[src/rtl/bmt_pkg.sv]
// bmt_pkg: item types, result kinds, opcodes and the command decoder
// shared by every module of the bracket matching tokenizer
// no dependencies
package bmt_pkg;

	typedef struct packed {
		logic [7:0] byte_value;
		logic       has_byte;
		logic       last;
	} src_item_t;

	typedef struct packed {
		logic [2:0]  kind;
		logic [15:0] node_index;
		logic [2:0]  opcode;
		logic [15:0] row;
		logic [15:0] col;
		logic [15:0] partner_index;
		logic        partner_valid;
		logic [16:0] node_count;
		logic [16:0] loop_count;
		logic        last_result;
	} res_item_t;

	typedef struct packed {
		logic push;
		logic pop;
		logic clear;
	} stk_ctl_t;

	typedef struct packed {
		logic       valid;
		logic [2:0] op;
	} op_dec_t;

	localparam logic [2:0] KIND_NODE      = 3'd0;
	localparam logic [2:0] KIND_DONE      = 3'd1;
	localparam logic [2:0] KIND_UNMATCHED = 3'd2;
	localparam logic [2:0] KIND_UNCLOSED  = 3'd3;
	localparam logic [2:0] KIND_CAPACITY  = 3'd4;

	localparam logic [2:0] OP_RIGHT = 3'd0;
	localparam logic [2:0] OP_LEFT  = 3'd1;
	localparam logic [2:0] OP_INC   = 3'd2;
	localparam logic [2:0] OP_DEC   = 3'd3;
	localparam logic [2:0] OP_OUT   = 3'd4;
	localparam logic [2:0] OP_IN    = 3'd5;
	localparam logic [2:0] OP_OPEN  = 3'd6;
	localparam logic [2:0] OP_CLOSE = 3'd7;

	localparam logic [7:0] CH_NEWLINE = 8'h0A;
	localparam logic [7:0] CH_RIGHT   = 8'h3E;
	localparam logic [7:0] CH_LEFT    = 8'h3C;
	localparam logic [7:0] CH_PLUS    = 8'h2B;
	localparam logic [7:0] CH_MINUS   = 8'h2D;
	localparam logic [7:0] CH_DOT     = 8'h2E;
	localparam logic [7:0] CH_COMMA   = 8'h2C;
	localparam logic [7:0] CH_OPEN    = 8'h5B;
	localparam logic [7:0] CH_CLOSE   = 8'h5D;

	localparam logic [15:0] POS_MAX = 16'hFFFF;

	function automatic op_dec_t op_decode(input logic [7:0] b);
		op_dec_t d;
		d.valid = 1'b1;
		case (b)
			CH_RIGHT: d.op = OP_RIGHT;
			CH_LEFT:  d.op = OP_LEFT;
			CH_PLUS:  d.op = OP_INC;
			CH_MINUS: d.op = OP_DEC;
			CH_DOT:   d.op = OP_OUT;
			CH_COMMA: d.op = OP_IN;
			CH_OPEN:  d.op = OP_OPEN;
			CH_CLOSE: d.op = OP_CLOSE;
			default: begin
				d.valid = 1'b0;
				d.op    = OP_RIGHT;
			end
		endcase
		return d;
	endfunction

endpackage

[src/rtl/bmt_core.sv]
// bmt_core: position tracking, command decode, counters and result assembly
// for at most one item a cycle, taken when item_valid is set; drives the bracket stack
// depends on bmt_pkg
module bmt_core #(
	parameter int STACK_DEPTH = 256,
	parameter int MAX_NODES   = 65536
) (
	input  logic                              clk,
	input  logic                              arst_n,
	input  logic                              item_valid,
	input  bmt_pkg::src_item_t                item,
	input  logic [15:0]                       stk_top,
	input  logic [$clog2(STACK_DEPTH+1)-1:0] stk_depth,
	output bmt_pkg::stk_ctl_t                 stk_ctl,
	output logic [15:0]                       stk_push_data,
	output logic [1:0]                        res_num,
	output bmt_pkg::res_item_t                res_first,
	output bmt_pkg::res_item_t                res_second
);

	localparam int DW = $clog2(STACK_DEPTH + 1);

	logic [15:0] row_q;
	logic [15:0] col_q;
	logic [16:0] node_q;
	logic [16:0] open_q;
	logic [15:0] last_row_q;
	logic [15:0] last_col_q;
	logic        drain_q;

	bmt_pkg::op_dec_t   dec;
	bmt_pkg::res_item_t byte_res;
	bmt_pkg::res_item_t end_res;
	logic        proc;
	logic        is_nl;
	logic        cmd;
	logic        cap_nodes;
	logic        is_open;
	logic        is_close;
	logic        push_ok;
	logic        pop_ok;
	logic        cap_stack;
	logic        unmatched;
	logic        err;
	logic        node_ok;
	logic        drain_new;
	logic        is_end;
	logic        end_res_ok;
	logic [15:0] col_inc;
	logic [15:0] row_inc;
	logic [16:0] node_new;
	logic [16:0] open_new;
	logic [15:0] last_row_new;
	logic [15:0] last_col_new;
	logic [DW-1:0] depth_new;

	always_comb begin
		proc      = item_valid && item.has_byte && !drain_q;
		is_end    = item_valid && item.last;
		dec       = bmt_pkg::op_decode(item.byte_value);
		is_nl     = item.byte_value == bmt_pkg::CH_NEWLINE;
		col_inc   = (col_q < bmt_pkg::POS_MAX) ? 16'(col_q + 16'd1) : col_q;
		row_inc   = (row_q < bmt_pkg::POS_MAX) ? 16'(row_q + 16'd1) : row_q;
		cmd       = proc && !is_nl && dec.valid;
		cap_nodes = node_q >= 17'(MAX_NODES);
		is_open   = dec.op == bmt_pkg::OP_OPEN;
		is_close  = dec.op == bmt_pkg::OP_CLOSE;
		push_ok   = cmd && !cap_nodes && is_open && (stk_depth < DW'(STACK_DEPTH));
		cap_stack = cmd && !cap_nodes && is_open && (stk_depth >= DW'(STACK_DEPTH));
		unmatched = cmd && !cap_nodes && is_close && (stk_depth == '0);
		pop_ok    = cmd && !cap_nodes && is_close && (stk_depth != '0);
		err       = cmd && (cap_nodes || cap_stack || unmatched);
		node_ok   = cmd && !err;
		drain_new = drain_q || err;

		node_new     = node_ok ? 17'(node_q + 17'd1) : node_q;
		open_new     = push_ok ? 17'(open_q + 17'd1) : open_q;
		last_row_new = node_ok ? row_q : last_row_q;
		last_col_new = node_ok ? col_inc : last_col_q;
		if (push_ok) begin
			depth_new = DW'(stk_depth + DW'(1));
		end else if (pop_ok) begin
			depth_new = DW'(stk_depth - DW'(1));
		end else begin
			depth_new = stk_depth;
		end

		byte_res               = '0;
		byte_res.row           = row_q;
		byte_res.col           = col_inc;
		if (unmatched) begin
			byte_res.kind = bmt_pkg::KIND_UNMATCHED;
		end else if (err) begin
			byte_res.kind = bmt_pkg::KIND_CAPACITY;
		end else begin
			byte_res.kind          = bmt_pkg::KIND_NODE;
			byte_res.node_index    = node_q[15:0];
			byte_res.opcode        = dec.op;
			byte_res.partner_index = pop_ok ? stk_top : 16'd0;
			byte_res.partner_valid = pop_ok;
		end

		end_res_ok = is_end && !drain_new;
		end_res    = '0;
		if (depth_new != '0) begin
			end_res.kind = bmt_pkg::KIND_UNCLOSED;
			end_res.row  = last_row_new;
			end_res.col  = last_col_new;
		end else begin
			end_res.kind       = bmt_pkg::KIND_DONE;
			end_res.node_count = node_new;
			end_res.loop_count = open_new;
		end
		end_res.last_result = 1'b1;

		if (cmd && end_res_ok) begin
			res_num    = 2'd2;
			res_first  = byte_res;
			res_second = end_res;
		end else if (cmd) begin
			res_num                = 2'd1;
			res_first              = byte_res;
			res_first.last_result  = 1'b1;
			res_second             = end_res;
		end else if (end_res_ok) begin
			res_num    = 2'd1;
			res_first  = end_res;
			res_second = end_res;
		end else begin
			res_num    = 2'd0;
			res_first  = byte_res;
			res_second = end_res;
		end

		stk_ctl.push  = push_ok;
		stk_ctl.pop   = pop_ok;
		stk_ctl.clear = is_end;
		stk_push_data = node_q[15:0];
	end

	always_ff @(posedge clk or negedge arst_n) begin
		if (!arst_n) begin
			row_q      <= 16'd1;
			col_q      <= '0;
			node_q     <= '0;
			open_q     <= '0;
			last_row_q <= '0;
			last_col_q <= '0;
			drain_q    <= 1'b0;
		end else if (is_end) begin
			row_q      <= 16'd1;
			col_q      <= '0;
			node_q     <= '0;
			open_q     <= '0;
			last_row_q <= '0;
			last_col_q <= '0;
			drain_q    <= 1'b0;
		end else if (proc) begin
			if (is_nl) begin
				row_q <= row_inc;
				col_q <= '0;
			end else begin
				col_q <= col_inc;
			end
			node_q     <= node_new;
			open_q     <= open_new;
			last_row_q <= last_row_new;
			last_col_q <= last_col_new;
			drain_q    <= drain_new;
		end
	end

endmodule

[config.mk]
export PLATFORM = sky130hd
export DESIGN_NAME = bmt_core
export DESIGN_NICKNAME = d
export VERILOG_FILES = /design/src/rtl/bmt_pkg.sv /design/src/rtl/bmt_core.sv
export SDC_FILE = /design/constraint.sdc
export NUM_CORES = 1
export LEC_CHECK = 0
export ABC_AREA = 1
export BUFFER_PORTS_ARGS = -buffer_cell sky130_fd_sc_hd__buf_4
export CORE_ASPECT_RATIO = 0.9
export CORE_MARGIN = 1.5
export CORE_UTILIZATION = 45
export CTS_BUF_LIST = sky130_fd_sc_hd__clkbuf_8
export DETAILED_ROUTE_END_ITERATION = 10
export GPL_TIMING_DRIVEN = 0
export PLACE_DENSITY_LB_ADDON = 0.15
export SYNTH_ARGS = -nofsm -noshare
export SYNTH_HDL_FRONTEND = slang
export SYNTH_SLANG_ARGS = --single-unit
[constraint.sdc]
create_clock -name clk -period 4.91 [get_ports clk]
set_input_delay 0.2455 -clock clk [delete_from_list [all_inputs] [get_ports clk]]
set_output_delay 0.2455 -clock clk [all_outputs]
set_load 0.02 [all_outputs]
==> reports/metrics.yaml <==
grt:
  grt_pass1_wl_mm: 39.8
  grt_pass1_vias: 7654
  grt_util_met1_pct: 37.3
  grt_most_used_layer: "met2"
  grt_usage_pct: 27.1
  grt_start_max_net_pins: 100
  antenna_found_initial: 0
  gr-usage-met3_pct: 4.26
  grt.overflow.total: 0
  met2_usage_pct: 44.2
job:
  cap_viol_max_count: 0
timing:
  rsz0062_at_grt: "no"
  slew_violations: 0
  clock.fmax_ghz: 0.243
  period_minus_slack_ns: 4.12
  finalHoldViolCount: 0
  worstMarginPinSlew_ns: 0.803
  fin_crit_sh_pct: 84.0
  final.setup.tns_ns: 0
  finClkSkew_ns: 0.0160
  max-slew-margin-rel_pct: 46.4
  setup_violations: 0
synth:
  syn_area_per_cell_um2: 6.65
  yosys.area_share.simple_pct: 38.3
  muxShareOfSynthArea_pct: 0.123
  synth_top_family_by_area: "simple AND/OR/NAND/NOR gates"
  synth_cell_type_count: 49
  synthAdderAreaFrac_pct: 1.39
  ys_top_cells_by_area: "dfrtp_1, nand2_1, nor2_1"
  synth_top_area_share_pct: 30.2
  synth-compound-area-share_pct: 7.17
  ys_seq_area_share_pct: 30.6
  synth_common_cells: "nand2_1, nor2_1, inv_1"
  netlist_instances: 1219
  synth_area_um2: 8110
  synth-xor-area-share_pct: 4.64
  synth_top_area_cell: "dfrtp_1"
  synth_edf_count: 0
  synth-main-ff-cell: "dfrtp_1"
  synth.most_common_cell: "nand2_1"
  ys.warnings.count: 0
  synthArstFlopShare_pct: 100
  synth-seq-cells: 99
critical_path:
  reg2reg_depth: 11
  required_ns: 4.66
  start_kind: "register"
  reg2reg_to: "last_col_q[10]$_DFFE_PN0P_"
  end_kind: "output pin"
  critical_path_arrival_ns: 3.88
  crit_fanout: 10
  crit_path_start: "drain_q$_DFFE_PN0P_"
  r2r_start: "col_q[0]$_DFFE_PN0P_"
  reg2reg_slack_ns: 2.31
  crit_type: "reg2out"
cts:
  clock_sinks: 99
  cts_buffers: 9
  htreeDepth: 3
  clock_latency_ns: 0.39
  cts-root-buf: "clkbuf_8"
  post_cts_buffers: 0
  worst_setup_hold_path_clk_slew_ns: 0.10
  ctsLongestPathBuffers: 2
  cts.repair.resized: 0
  cts_tree: "yes"
floorplan:
  core_um2: 17600
  die_w_um: 145
  die_area_um2: 18800
  start_util_pct: 46.0
  ios: 271
  rows: 46
  die_h_um: 130
routing:
  vias: 8579
  drc: 0
  antenna_left: 0
  post_drt_wl_per_cell_um: 14.7
  dr.pass1.iters: 5
  wirelength_mm: 25.6
  initialDrtViolationCount: 509
  drt-vias-per-instance: 4.92
placed_design:
  io_buffers: 231
  gp_congestion: 0.914
  dp.final_hpwl_mm: 19.9
run_status:
  outcome: "finished, final reports clean"
layout:
  diodes: 0
  final_core_util_pct: 59.8
  post_route_cells_drive_above_1_share_pct: 26.9
  nNetsFinal: 1547
  area_growth_pct: 29.9
power_and_ir_drop:
  power_density_nw_per_um2: 164
  max-vdd-ir-drop_uv: 115
  p_leak_uw: 0.00553
min_path:
  min_path_type: "in2async"
[how the worst max path moves through the flow]
stage / end / slack [ns] / cells past startpoint
floorplan: res_first[28] / 1.80 / 16
global placement: res_first[81] / 1.17 / 20
detailed placement: res_first[81] / 1.15 / 20
CTS: res_first[81] / 0.79 / 18
global route: res_first[81] / 0.51 / 18
finish: res_first[81] / 0.79 / 18
[critical path: stages (launching register included)]
cell	delay (ns)
dfrtp_1	0.38
clkinv_2	0.09
nand3_1	0.25
nor2_4	0.26
nand3_4	0.12
nor2_4	0.17
nand2_2	0.09
nand2_1	0.10
nand2_2	0.11
nand3_1	0.18
inv_1	0.10
ha_1	0.21
nor2_1	0.38
nand4_4	0.23
inv_1	0.21
buf_2	0.27
nand3_1	0.10
nand2_1	0.10
buf_4	0.15
[sequential cells by signal, indices dropped and copies added, names as in the netlist]
name	count
node_q	17
open_q	17
col_q	16
last_col_q	16
last_row_q	16
row_q	16
drain_q	1
[power by group]
part           switching, uW  leakage, uW  internal, uW
sequential              13.2      0.00137           827
combinational            201      0.00404           112
clock                    322     0.000112           257
total                    536      0.00553          1200
[final cells by class]
| type | count | area (um2) |
|---|---|---|
| inverter | 176 | 662 |
| clock inverter | 6 | 73.8 |
| buffer | 107 | 771 |
| tap | 240 | 300 |
| sequential | 99 | 2480 |
| clock buffer | 10 | 138 |
| fill | 1751 | 7080 |
| timing repair buffer | 233 | 1780 |
| multi-input combinational | 874 | 4340 |
[metrics by stage]
stage	power, uW	hold slack, ns	worst slack (ns)	area, um2	instances
finish	1730	0.196	0.787	10500	1745
global route	1810	0.188	0.506	10500	1745
CTS	1740	0.183	0.786	10500	1743
detailed placement	1160	0.549	1.15	10300	1727
global placement	1160	0.546	1.17	10300	1727
floorplan	1040	-0.0501	1.80	8250	1256
[repair_timing]
item | CTS | global route
endpoints found under the setup margin | 0 | 0
hold buffers | 0 | 1
hold endpoints to repair | 0 | 98
[logic make-up (layout without fill, tap and decap cells)]
family          count (synthesis)  in the layout
flops                          99             99
xor+xnor                       43             43
compound gates                107            107
mux                             1              1
simple gates                  675            675
buf+inv                       283            532
fa+ha+maj                       9              9
other cells                     2             39
[placed cells by master (no fill, tap or decap), types with 2 or more instances in the layout]
cell	n
a21oi_1	21
a31oi_1	2
buf_2	12
buf_4	293
buf_6	15
clkbuf_1	15
clkbuf_8	10
clkinv_4	2
conb_1	39
dfrtp_1	98
ha_1	9
inv_1	170
inv_2	5
inv_8	2
nand2_1	256
nand2_2	6
nand2_4	2
nand3_1	78
nand3_2	2
nand4_1	16
nand4_4	2
nor2_1	221
nor2_2	4
nor2_4	4
nor3_1	39
nor3_2	33
nor4_1	6
o21ai_0	52
o21ai_1	10
o22ai_1	13
o31ai_1	3
xnor2_1	2
xor2_1	41
[metal layers]
metal	wire, um	vias to the layer above
li1	-	4275
met1	11400	3945
met2	11900	323
met3	1870	36
met4	430	0
met5	0	-
Note: power is estimated with default switching activity, not from simulation.
