`src/rtl/bmt_pkg.sv`:
```
// bmt_pkg: item types, result kinds, opcodes and the command decoder
// shared by every module of the bracket matching tokenizer
// no dependencies
package bmt_pkg;

	typedef struct packed {
		logic [7:0] byte_value;
		logic       has_byte;
		logic       last;
	} src_item_t;

	typedef struct packed {
		logic [2:0]  kind;
		logic [15:0] node_index;
		logic [2:0]  opcode;
		logic [15:0] row;
		logic [15:0] col;
		logic [15:0] partner_index;
		logic        partner_valid;
		logic [16:0] node_count;
		logic [16:0] loop_count;
		logic        last_result;
	} res_item_t;

	typedef struct packed {
		logic push;
		logic pop;
		logic clear;
	} stk_ctl_t;

	typedef struct packed {
		logic       valid;
		logic [2:0] op;
	} op_dec_t;

	localparam logic [2:0] KIND_NODE      = 3'd0;
	localparam logic [2:0] KIND_DONE      = 3'd1;
	localparam logic [2:0] KIND_UNMATCHED = 3'd2;
	localparam logic [2:0] KIND_UNCLOSED  = 3'd3;
	localparam logic [2:0] KIND_CAPACITY  = 3'd4;

	localparam logic [2:0] OP_RIGHT = 3'd0;
	localparam logic [2:0] OP_LEFT  = 3'd1;
	localparam logic [2:0] OP_INC   = 3'd2;
	localparam logic [2:0] OP_DEC   = 3'd3;
	localparam logic [2:0] OP_OUT   = 3'd4;
	localparam logic [2:0] OP_IN    = 3'd5;
	localparam logic [2:0] OP_OPEN  = 3'd6;
	localparam logic [2:0] OP_CLOSE = 3'd7;

	localparam logic [7:0] CH_NEWLINE = 8'h0A;
	localparam logic [7:0] CH_RIGHT   = 8'h3E;
	localparam logic [7:0] CH_LEFT    = 8'h3C;
	localparam logic [7:0] CH_PLUS    = 8'h2B;
	localparam logic [7:0] CH_MINUS   = 8'h2D;
	localparam logic [7:0] CH_DOT     = 8'h2E;
	localparam logic [7:0] CH_COMMA   = 8'h2C;
	localparam logic [7:0] CH_OPEN    = 8'h5B;
	localparam logic [7:0] CH_CLOSE   = 8'h5D;

	localparam logic [15:0] POS_MAX = 16'hFFFF;

	function automatic op_dec_t op_decode(input logic [7:0] b);
		op_dec_t d;
		d.valid = 1'b1;
		case (b)
			CH_RIGHT: d.op = OP_RIGHT;
			CH_LEFT:  d.op = OP_LEFT;
			CH_PLUS:  d.op = OP_INC;
			CH_MINUS: d.op = OP_DEC;
			CH_DOT:   d.op = OP_OUT;
			CH_COMMA: d.op = OP_IN;
			CH_OPEN:  d.op = OP_OPEN;
			CH_CLOSE: d.op = OP_CLOSE;
			default: begin
				d.valid = 1'b0;
				d.op    = OP_RIGHT;
			end
		endcase
		return d;
	endfunction

endpackage

```
`src/rtl/bmt_outq.sv`:
```
// bmt_outq: four-entry result queue, takes up to two results a cycle
// and hands out one when not stalled; room means at least two entries are free
// depends on bmt_pkg
module bmt_outq (
	input  logic               clk,
	input  logic               arst_n,
	input  logic [1:0]         push_num,
	input  bmt_pkg::res_item_t push_first,
	input  bmt_pkg::res_item_t push_second,
	output logic               room,
	output logic               valid,
	input  logic               stall,
	output bmt_pkg::res_item_t data
);

	localparam int DEPTH = 4;
	localparam int PW    = $clog2(DEPTH);
	localparam int CW    = $clog2(DEPTH + 1);

	bmt_pkg::res_item_t entry_q [DEPTH];
	logic [PW-1:0] rd_ptr_q;
	logic [PW-1:0] wr_ptr_q;
	logic [PW-1:0] wr_ptr_nx;
	logic [CW-1:0] count_q;
	logic          pop;

	assign wr_ptr_nx = PW'(wr_ptr_q + PW'(1));
	assign pop       = (count_q != '0) && !stall;
	assign valid     = count_q != '0;
	assign room      = count_q <= CW'(DEPTH - 2);
	assign data      = entry_q[rd_ptr_q];

	always_ff @(posedge clk) begin
		if (push_num != 2'd0) begin
			entry_q[wr_ptr_q] <= push_first;
		end
		if (push_num == 2'd2) begin
			entry_q[wr_ptr_nx] <= push_second;
		end
	end

	always_ff @(posedge clk or negedge arst_n) begin
		if (!arst_n) begin
			rd_ptr_q <= '0;
			wr_ptr_q <= '0;
			count_q  <= '0;
		end else begin
			if (pop) begin
				rd_ptr_q <= PW'(rd_ptr_q + PW'(1));
			end
			wr_ptr_q <= PW'(wr_ptr_q + PW'(push_num));
			count_q  <= CW'(count_q + CW'(push_num) - CW'(pop));
		end
	end

endmodule

```
`config.mk`:
```
export PLATFORM = sky130hd
export DESIGN_NAME = bmt_outq
export DESIGN_NICKNAME = d
export VERILOG_FILES = /design/src/rtl/bmt_pkg.sv /design/src/rtl/bmt_outq.sv
export SDC_FILE = /design/constraint.sdc
export NUM_CORES = 1
export LEC_CHECK = 0
export BUFFER_PORTS_ARGS = -buffer_cell sky130_fd_sc_hd__buf_2
export CAP_MARGIN = 20
export CORE_UTILIZATION = 45
export CTS_BUF_LIST = sky130_fd_sc_hd__clkbuf_4 sky130_fd_sc_hd__clkbuf_8
export CTS_CLUSTER_DIAMETER = 120
export DETAILED_ROUTE_END_ITERATION = 8
export GPL_ROUTABILITY_DRIVEN = 0
export GPL_TIMING_DRIVEN = 0
export PLACE_DENSITY_LB_ADDON = 0.3
export SYNTH_ARGS = -nofsm -noshare
export SYNTH_HDL_FRONTEND = slang
export SYNTH_SLANG_ARGS = --single-unit
```
`constraint.sdc`:
```
create_clock -name clk -period 12.3 [get_ports clk]
set_input_delay 1.845 -clock clk [delete_from_list [all_inputs] [get_ports clk]]
set_output_delay 1.845 -clock clk [all_outputs]
set_load 0.05 [all_outputs]
```
==> results of run 1 <==
-- cell families (layout without fill, tap and decap cells) --
group / after synthesis / count (layout) / synth area share
and+or+nand+nor: 12 / 12 / 0.00440
buffers and inverters: 79 / 545 / 0.0208
xor gates and xnor gates: 6 / 6 / 0.00253
DFF: 431 / 431 / 0.622
adders and majority gates: 5 / 5 / 0.00338
muxes: 530 / 530 / 0.345
AOI/OAI and AO/OA: 4 / 4 / 0.00121
other: 0 / 6 / 0
-- layout make-up --
type | instances | share of cell area
buffer | 72 | 0.0162
sequential | 431 | 0.516
tap | 600 | 0.0300
timing repair buffer | 344 | 0.0834
inverter | 7 | 0.00105
antenna | 6 | 0.000600
clock inverter | 17 | 0.00380
multi-input combinational | 557 | 0.297
clock buffer | 105 | 0.0518
-- sequential cells by signal (all words and copies together), names as in the netlist --
register,count
rd_ptr_q,2
wr_ptr_q,2
entry_q,424
count_q,3
-- metal layers --
metal	up-vias	part of all wire
met2	329	0.50
met1	6044	0.41
li1	5251	-
met4	10	0.020
met3	67	0.063
met5	-	0.0013
-- worst paths after layout --
path,endpoint,slack [ns],depth (start not counted)
max,data[67],7.29,5
min,wr_ptr_q[0],0.49,1
max reg2reg,entry_q[2][57],9.24,7
min reg2reg,wr_ptr_q[0],0.49,1
max in group asynchronous,count_q[2],11.11,1
min in group asynchronous,rd_ptr_q[0],1.03,1
-- report_power, final --
group          switching [mW]  internal, mW
Combinational            1.95         0.981
Clock                   0.569         0.690
Sequential             0.0850          2.15
-- Yosys cell counts, drive strengths merged (2+ instances only) --
library cell,n,area share
nor2,4,0.00072
mux2,424,0.23
xor2,3,0.0013
edfxtp,424,0.61
dfrtp,7,0.0084
xnor2,3,0.0013
mux4,106,0.12
ha,4,0.0024
and3b,2,0.00084
nor2b,2,0.00072
buf,63,0.018
inv,7,0.0013
clkbuf,9,0.0016
a21oi,2,0.00048
==> flow_summary.toml, run 1 <==
[finish]
regArea_mm2 = 0.0129
fin_nets = 1710
fillers = 3630
final_cell_area_mm2 = 0.0250
drive_gt1_frac = 0.661
final_common_cell = "edfxtp_1"
multi_input_area_mm2 = 0.00744
fin_cells = 2139
fin_util = 0.551
layout_common_cells = "edfxtp_1 (424), mux2_2 (384), buf_2 (372)"
syn_to_final_growth_pct = 20.6

[floorplanning]
num_rows = 78
start_util = 0.457
fp.dieH_um = 217
die-width_um = 217
core_area_mm2 = 0.0454
dieArea_mm2 = 0.0470
ios = 325

[route]
ant_nets = 0
avgRoutedWirePerCell_um = 23.7
viasPerCell = 5.47
firstDrtPassIters = 5
drtIter0Drc = 687
vias = 11700
drc = 0
wl_mm = 50.7

[power]
p_per_area_mw_per_mm2 = 257
ir_drop_mv = 0.164
p_leak_nw = 8.99
p_total_mw = 6.42

[logic_synthesis]
synthCells = 1067
synth.net_count = 1289
postSynthAreaPerCell_um2 = 19.4
ys_types = 25
seq_area_frac_synth = 0.622
synth_top_flop_cell = "edfxtp_1"
yosysWarningCount = 0
synth-seq-cells = 431
synth_edf_count = 424
syn-cell-area_mm2 = 0.0207
async_reset_ff_frac = 0.0162

[global_route]
grt_remaining_overflow = 0
grt_start_max_net_pins = 55
top_usage_layer = "met2"
antenna_found_initial = 10
gr-usage-met1 = 0.282
grt_pass1_vias = 12600
met3_usage = 0.0545
grt.total_usage = 0.220
grt_pass1_wl_mm = 76.6
met2_usage = 0.361

[timing]
setup_slack_ns = 7.29
fin_tns_setup_ns = 0
slew_headroom = 0.309
layout_min_cycle_time_ns = 5.01
finalCritPeriodShare = 0.407
slew_viol_final = 0
setup_viol_count_final = 0
final-hold-violation-count = 0
worst_pin_slew_ns = 1.04
fmax_ghz = 0.200
finClkSkew_ns = 0.0219
rsz0062_at_grt = "no"
whs_ns = 0.489

[place]
dp_slack_ns = 7.49
placed_cell_area_mm2 = 0.0236
dp_hpwl_mm = 33.8
numPlacedInstances = 2011
numPortBuffers = 324

[clock_tree]
path_clk_slew_ns = 0.05
clk_path_buf_depth = 3
h-tree-depth = 3
cts_root_buf = "clkbuf_8"
postCtsSetupBuffers = 0
cts_tree = "yes"
clk_latency_ns = 0.64
cts_buffers = 75
cts_hold_buf = 0
post_cts_resize_count = 0
cts_sinks = 431

[critical_path]
startpoint = "rd_ptr_q[1]"
crit_path_start_kind = "flip-flop"
worstSetupPathType = "reg2out"
worstPathMaxFanout = 10
path_delay_family = "buffers and inverters"
end_kind = "primary output"
required_ns = 10.45
arrival_ns = 3.16
rr_startpoint = "wr_ptr_q[1]"
cpPeakStageDelay_ns = 0.62
cp_cell_sequence = "clkbuf_1 > clkbuf_1 > buf_2 > mux4_2 > buf_2"
slowest_stage = "clkbuf_1"
critical_path_buf_inv_count = 4

[outcome]
status = "complete, no violations"

[worst_hold_path]
hold_class = "reg2reg"
worstHoldStart = "wr_ptr_q[0]"

[flow_run]
cap_violations = 0
No activity file was read; power rests on OpenSTA's default activity.
==> inputs of run 2 (changes only) <==
==> constraint.sdc (replaced) <==
create_clock -name clk -period 4.7 [get_ports clk]
set_input_delay 0.705 -clock clk [delete_from_list [all_inputs] [get_ports clk]]
set_output_delay 0.705 -clock clk [all_outputs]
set_load 0.05 [all_outputs]
==> flow_summary.toml, run 2 (synthesized netlist as in run 1, its figures left out) <==
[clock_tree]
post_cts_resize_count = 0
h-tree-depth = 3
path_clk_slew_ns = 0.05
cts_root_buf = "clkbuf_8"
cts_sinks = 431
clk_latency_ns = 0.63
clk_path_buf_depth = 3
cts_tree = "yes"
cts_buffers = 75

[floorplanning]
num_rows = 78
die-width_um = 217
ios = 325
core_area_mm2 = 0.0454
dieArea_mm2 = 0.0470
start_util = 0.457
fp.dieH_um = 217

[critical_path]
timing.rr.end = "entry_q[0][84]"
rrSetupSlack_ns = 1.89
end_kind = "primary output"
crit_path_start_kind = "flip-flop"
worstSetupPathType = "reg2out"
startpoint = "rd_ptr_q[1]"
rr_startpoint = "wr_ptr_q[1]"
worstPathMaxFanout = 10
reg2regPathDepth = 8
arrival_ns = 3.11
required_ns = 3.99

[timing]
whs_ns = 0.380
slew_headroom = 0.377
final-hold-violation-count = 0
layout_min_cycle_time_ns = 3.82
slew_viol_final = 0
rsz0062_at_grt = "no"
setup_viol_count_final = 0
worst_pin_slew_ns = 0.935
setup_slack_ns = 0.882
finClkSkew_ns = 0.0248
fmax_ghz = 0.262
finalCritPeriodShare = 0.812

[place]
numPortBuffers = 324
numPlacedInstances = 2011
dp_hpwl_mm = 34.3
dp_slack_ns = 1.35

[global_route]
grt_pass1_vias = 12600
grt_start_max_net_pins = 43
grt_pass1_wl_mm = 77.5
grt_remaining_overflow = 0
grt.total_usage = 0.223
antenna_found_initial = 15

[finish]
top_register = "entry_q"
layout_common_cells = "edfxtp_1 (424), mux2_2 (384), buf_2 (372)"
fin_nets = 1711
final_common_cell = "edfxtp_1"
largest_register_ffs = 424
fillers = 3636
largestRegisters = "entry_q x424, count_q x3"
fin_cells = 2147
syn_to_final_growth_pct = 20.6
drive_gt1_frac = 0.660

[power]
p_per_area_mw_per_mm2 = 672
p_total_mw = 16.8
ir_drop_mv = 0.451
p_leak_nw = 8.97

[outcome]
status = "complete, no violations"

[worst_hold_path]
worstHoldEndpoint = "rd_ptr_q[1]"
hold_class = "in2reg"
worstHoldStart = "stall"
hold_depth = 3

[route]
viasPerCell = 5.46
drtIter0Drc = 771
vias = 11700
firstDrtPassIters = 5
avgRoutedWirePerCell_um = 24.0
drc = 0
ant_nets = 0
wl_mm = 51.6

[flow_run]
cap_violations = 0
[run 2: cell count changes in the layout (fill, tap and decap cells not counted), sizes merged]
cell         delta
clkbuf          -4
clkinv          +4
diode           +4
dlygate4sd3     +1
clkinvlp        +3
[run 2: how the worst max path moves through the flow]
stage                           to  cells past startpoint
finish                    data[85]                      5
global route              data[85]                      5
CTS                       data[85]                      5
detailed placement  entry_q[0][77]                      9
global placement    entry_q[0][61]                      3
floorplan            entry_q[0][0]                      2
[run 2: layer usage]
| metal | up-vias | global-route usage | routed length (um) |
|---|---|---|---|
| met5 | - | 0 | 51 |
| met4 | 10 | 0.0829 | 1180 |
| met3 | 84 | 0.0522 | 3190 |
| met2 | 335 | 0.364 | 25700 |
| met1 | 6023 | 0.289 | 21500 |
| li1 | 5263 | - | - |
[run 2: repair_timing]
item | 4_1_cts | 5_1_grt
endpoints found under the hold margin | 7 | 0
buffers inserted | 0 | 0
hold buffers | 1 | 0
[run 2: area by class of cell]
class / count / area [um2] / share of cell area
Antenna cell: 10 / 25.0 / 0.00100
Buffer: 72 / 405 / 0.0162
Clock buffer: 101 / 1250 / 0.0501
Clock inverter: 24 / 134 / 0.00535
Inverter: 7 / 26.3 / 0.00105
Multi-Input combinational cell: 557 / 7440 / 0.297
Sequential cell: 431 / 12900 / 0.516
Tap cell: 600 / 751 / 0.0300
Timing Repair Buffer: 345 / 2080 / 0.0831
[run 2: critical path, cell delays in order, from the launching register on]
cell and delay (ns):
dfrtp_1 0.31, clkbuf_1 0.48, clkbuf_1 0.65, buf_2 0.44, mux4_2 0.36, buf_2 0.24
[run 2: metrics by stage]
step	TNS, ns	utilization	area (um2)
final	0	0.551	25000
after global routing	0	0.551	25000
after CTS	0	0.551	25000
after detailed placement	0	0.520	23600
after global placement	-1302.29	0.510	23100
after floorplan	-127.21	-	20700
[run 2: report_power, final]
group | switching, mW | total (mW) | internal, mW | leakage, nW
registers | 0.228 | 5.85 | 5.62 | 4.05
logic | 5.14 | 7.71 | 2.57 | 4.20
clock network | 1.49 | 3.25 | 1.77 | 0.727
total | 6.85 | 16.8 | 9.96 | 8.97
==> inputs of run 3 (changes only) <==
==> constraint.sdc (replaced) <==
create_clock -name clk -period 3.6 [get_ports clk]
set_input_delay 0.54 -clock clk [delete_from_list [all_inputs] [get_ports clk]]
set_output_delay 0.54 -clock clk [all_outputs]
set_load 0.05 [all_outputs]
==> flow_summary.toml, run 3 (synthesized netlist as in run 1, its figures left out) <==
[timing]
worst_pin_slew_ns = 0.854
final-hold-violation-count = 0
layout_min_cycle_time_ns = 3.32
fmax_ghz = 0.302
setup_slack_ns = 0.284
setup_viol_count_final = 0
finClkSkew_ns = 0.0302
rsz0062_at_grt = "no"
finalCritPeriodShare = 0.921
whs_ns = 0.232
fin_tns_setup_ns = 0
slew_headroom = 0.430
slew_viol_final = 0

[floorplanning]
dieArea_mm2 = 0.0470
core_area_mm2 = 0.0454
ios = 325
fp.dieH_um = 217
die-width_um = 217
num_rows = 78
start_util = 0.457

[global_route]
grt_remaining_overflow = 0
antenna_found_initial = 12
grt_pass1_vias = 12400
grt_start_max_net_pins = 47
grt.total_usage = 0.219
grt_pass1_wl_mm = 76.2

[finish]
fin_nets = 1710
drive_gt1_frac = 0.661
syn_to_final_growth_pct = 20.9
fin_cells = 2148
final_cell_area_mm2 = 0.0251
fin_util = 0.552
final_common_cell = "edfxtp_1"
largest_register_ffs = 424
largestRegisters = "entry_q x424, count_q x3"
top_register = "entry_q"
layout_common_cells = "edfxtp_1 (424), mux2_2 (384), buf_2 (370)"

[power]
ir_drop_mv = 0.619
comb_power_share = 0.452
p_per_area_mw_per_mm2 = 881
power.net_switching_mw = 8.91
p_total_mw = 22.1
p_sw_frac = 0.404
power_frac_seq = 0.346
clkPwrFrac = 0.202
power.internal_mw = 13.2
p_leak_nw = 9.01

[route]
ant_nets = 0
wl_mm = 50.9
viasPerCell = 5.48
drc = 0
firstDrtPassIters = 5
avgRoutedWirePerCell_um = 23.7
vias = 11800
drtIter0Drc = 684

[clock_tree]
cts_tree = "yes"
cts_buffers = 75
h-tree-depth = 3
cts_root_buf = "clkbuf_8"
clk_path_buf_depth = 3
path_clk_slew_ns = 0.05
cts_sinks = 431
clk_latency_ns = 0.64

[place]
numPlacedInstances = 2010
dp_slack_ns = 0.563
dp_hpwl_mm = 34.1
placed_cell_area_mm2 = 0.0236
numPortBuffers = 324

[critical_path]
crit_path_start_kind = "flip-flop"
end_kind = "primary output"
worstPathMaxFanout = 10
arrival_ns = 2.78
required_ns = 3.06
worstSetupPathType = "reg2out"

[worst_hold_path]
hold_class = "in2reg"

[flow_run]
cap_violations = 0

[outcome]
status = "complete, no violations"
-- run 3: changes by cell type in the layout (fill, tap and decap cells not counted), moves of 2 or more --
cell        before  now
clkbuf_8        79   81
clkbuf_4        22   24
clkinvlp_4       3    0
buf_16           9    7
buf_6            5    7
buf_2          372  370
buf_8            4    6
bufinv_16        1    3
-- run 3: critical path, cell delays in order (launching register included) --
cell and delay [ns]:
dfrtp_1 0.32, clkbuf_1 0.46, clkbuf_2 0.38, buf_2 0.36, mux4_2 0.38, buf_2 0.24
-- run 3: cell type report --
type / instances / area (um2)
diodes: 9 / 22.5
plain buffers: 72 / 419
clock buffers: 105 / 1290
clock inverters: 23 / 170
fillers: 3618 / 20300
inverters: 7 / 26.3
multi-input cells: 557 / 7440
flip-flops and latches: 431 / 12900
well taps: 600 / 751
repair buffers: 344 / 2030
-- run 3: worst paths after layout --
| path | from | endpoint | slack [ns] | cells past startpoint |
|---|---|---|---|---|
| worst max-delay path | rd_ptr_q[1] | data[75] | 0.28 | 5 |
| worst min-delay path | stall | rd_ptr_q[1] | 0.23 | 3 |
| worst max register to register | wr_ptr_q[1] | entry_q[2][63] | 1.02 | 7 |
| worst min register to register | count_q[2] | count_q[2] | 0.51 | 1 |
| max in group asynchronous | arst_n | rd_ptr_q[0] | 3.09 | 2 |
| min in group asynchronous | arst_n | wr_ptr_q[0] | 0.33 | 2 |
-- run 3: power by group through the flow --
stage	clock network [mW]	logic, mW	registers [mW]
global route	4.78	10.5	7.75
detailed placement	0	10.1	7.75
finish	4.47	9.97	7.64
global placement	0	9.63	7.95
floorplan	0	7.21	7.74
CTS	4.57	10.2	7.65
-- run 3: metal layers --
layer  GRT usage  up-vias  wire length [um]
met5           0        -                46
met4      0.0779        6               989
met3      0.0469       80              2810
met2       0.369      330             26100
met1       0.279     6069             20900
li1            -     5277                 -
-- run 3: what timing repair did --
action / 4_1_cts / 5_1_grt
endpoints found under the hold margin: 7 / 0
hold buffers: 1 / 0
resized for setup: 1 / 0
setup endpoints to repair: 30 / 0
setup buffers: 0 / 0
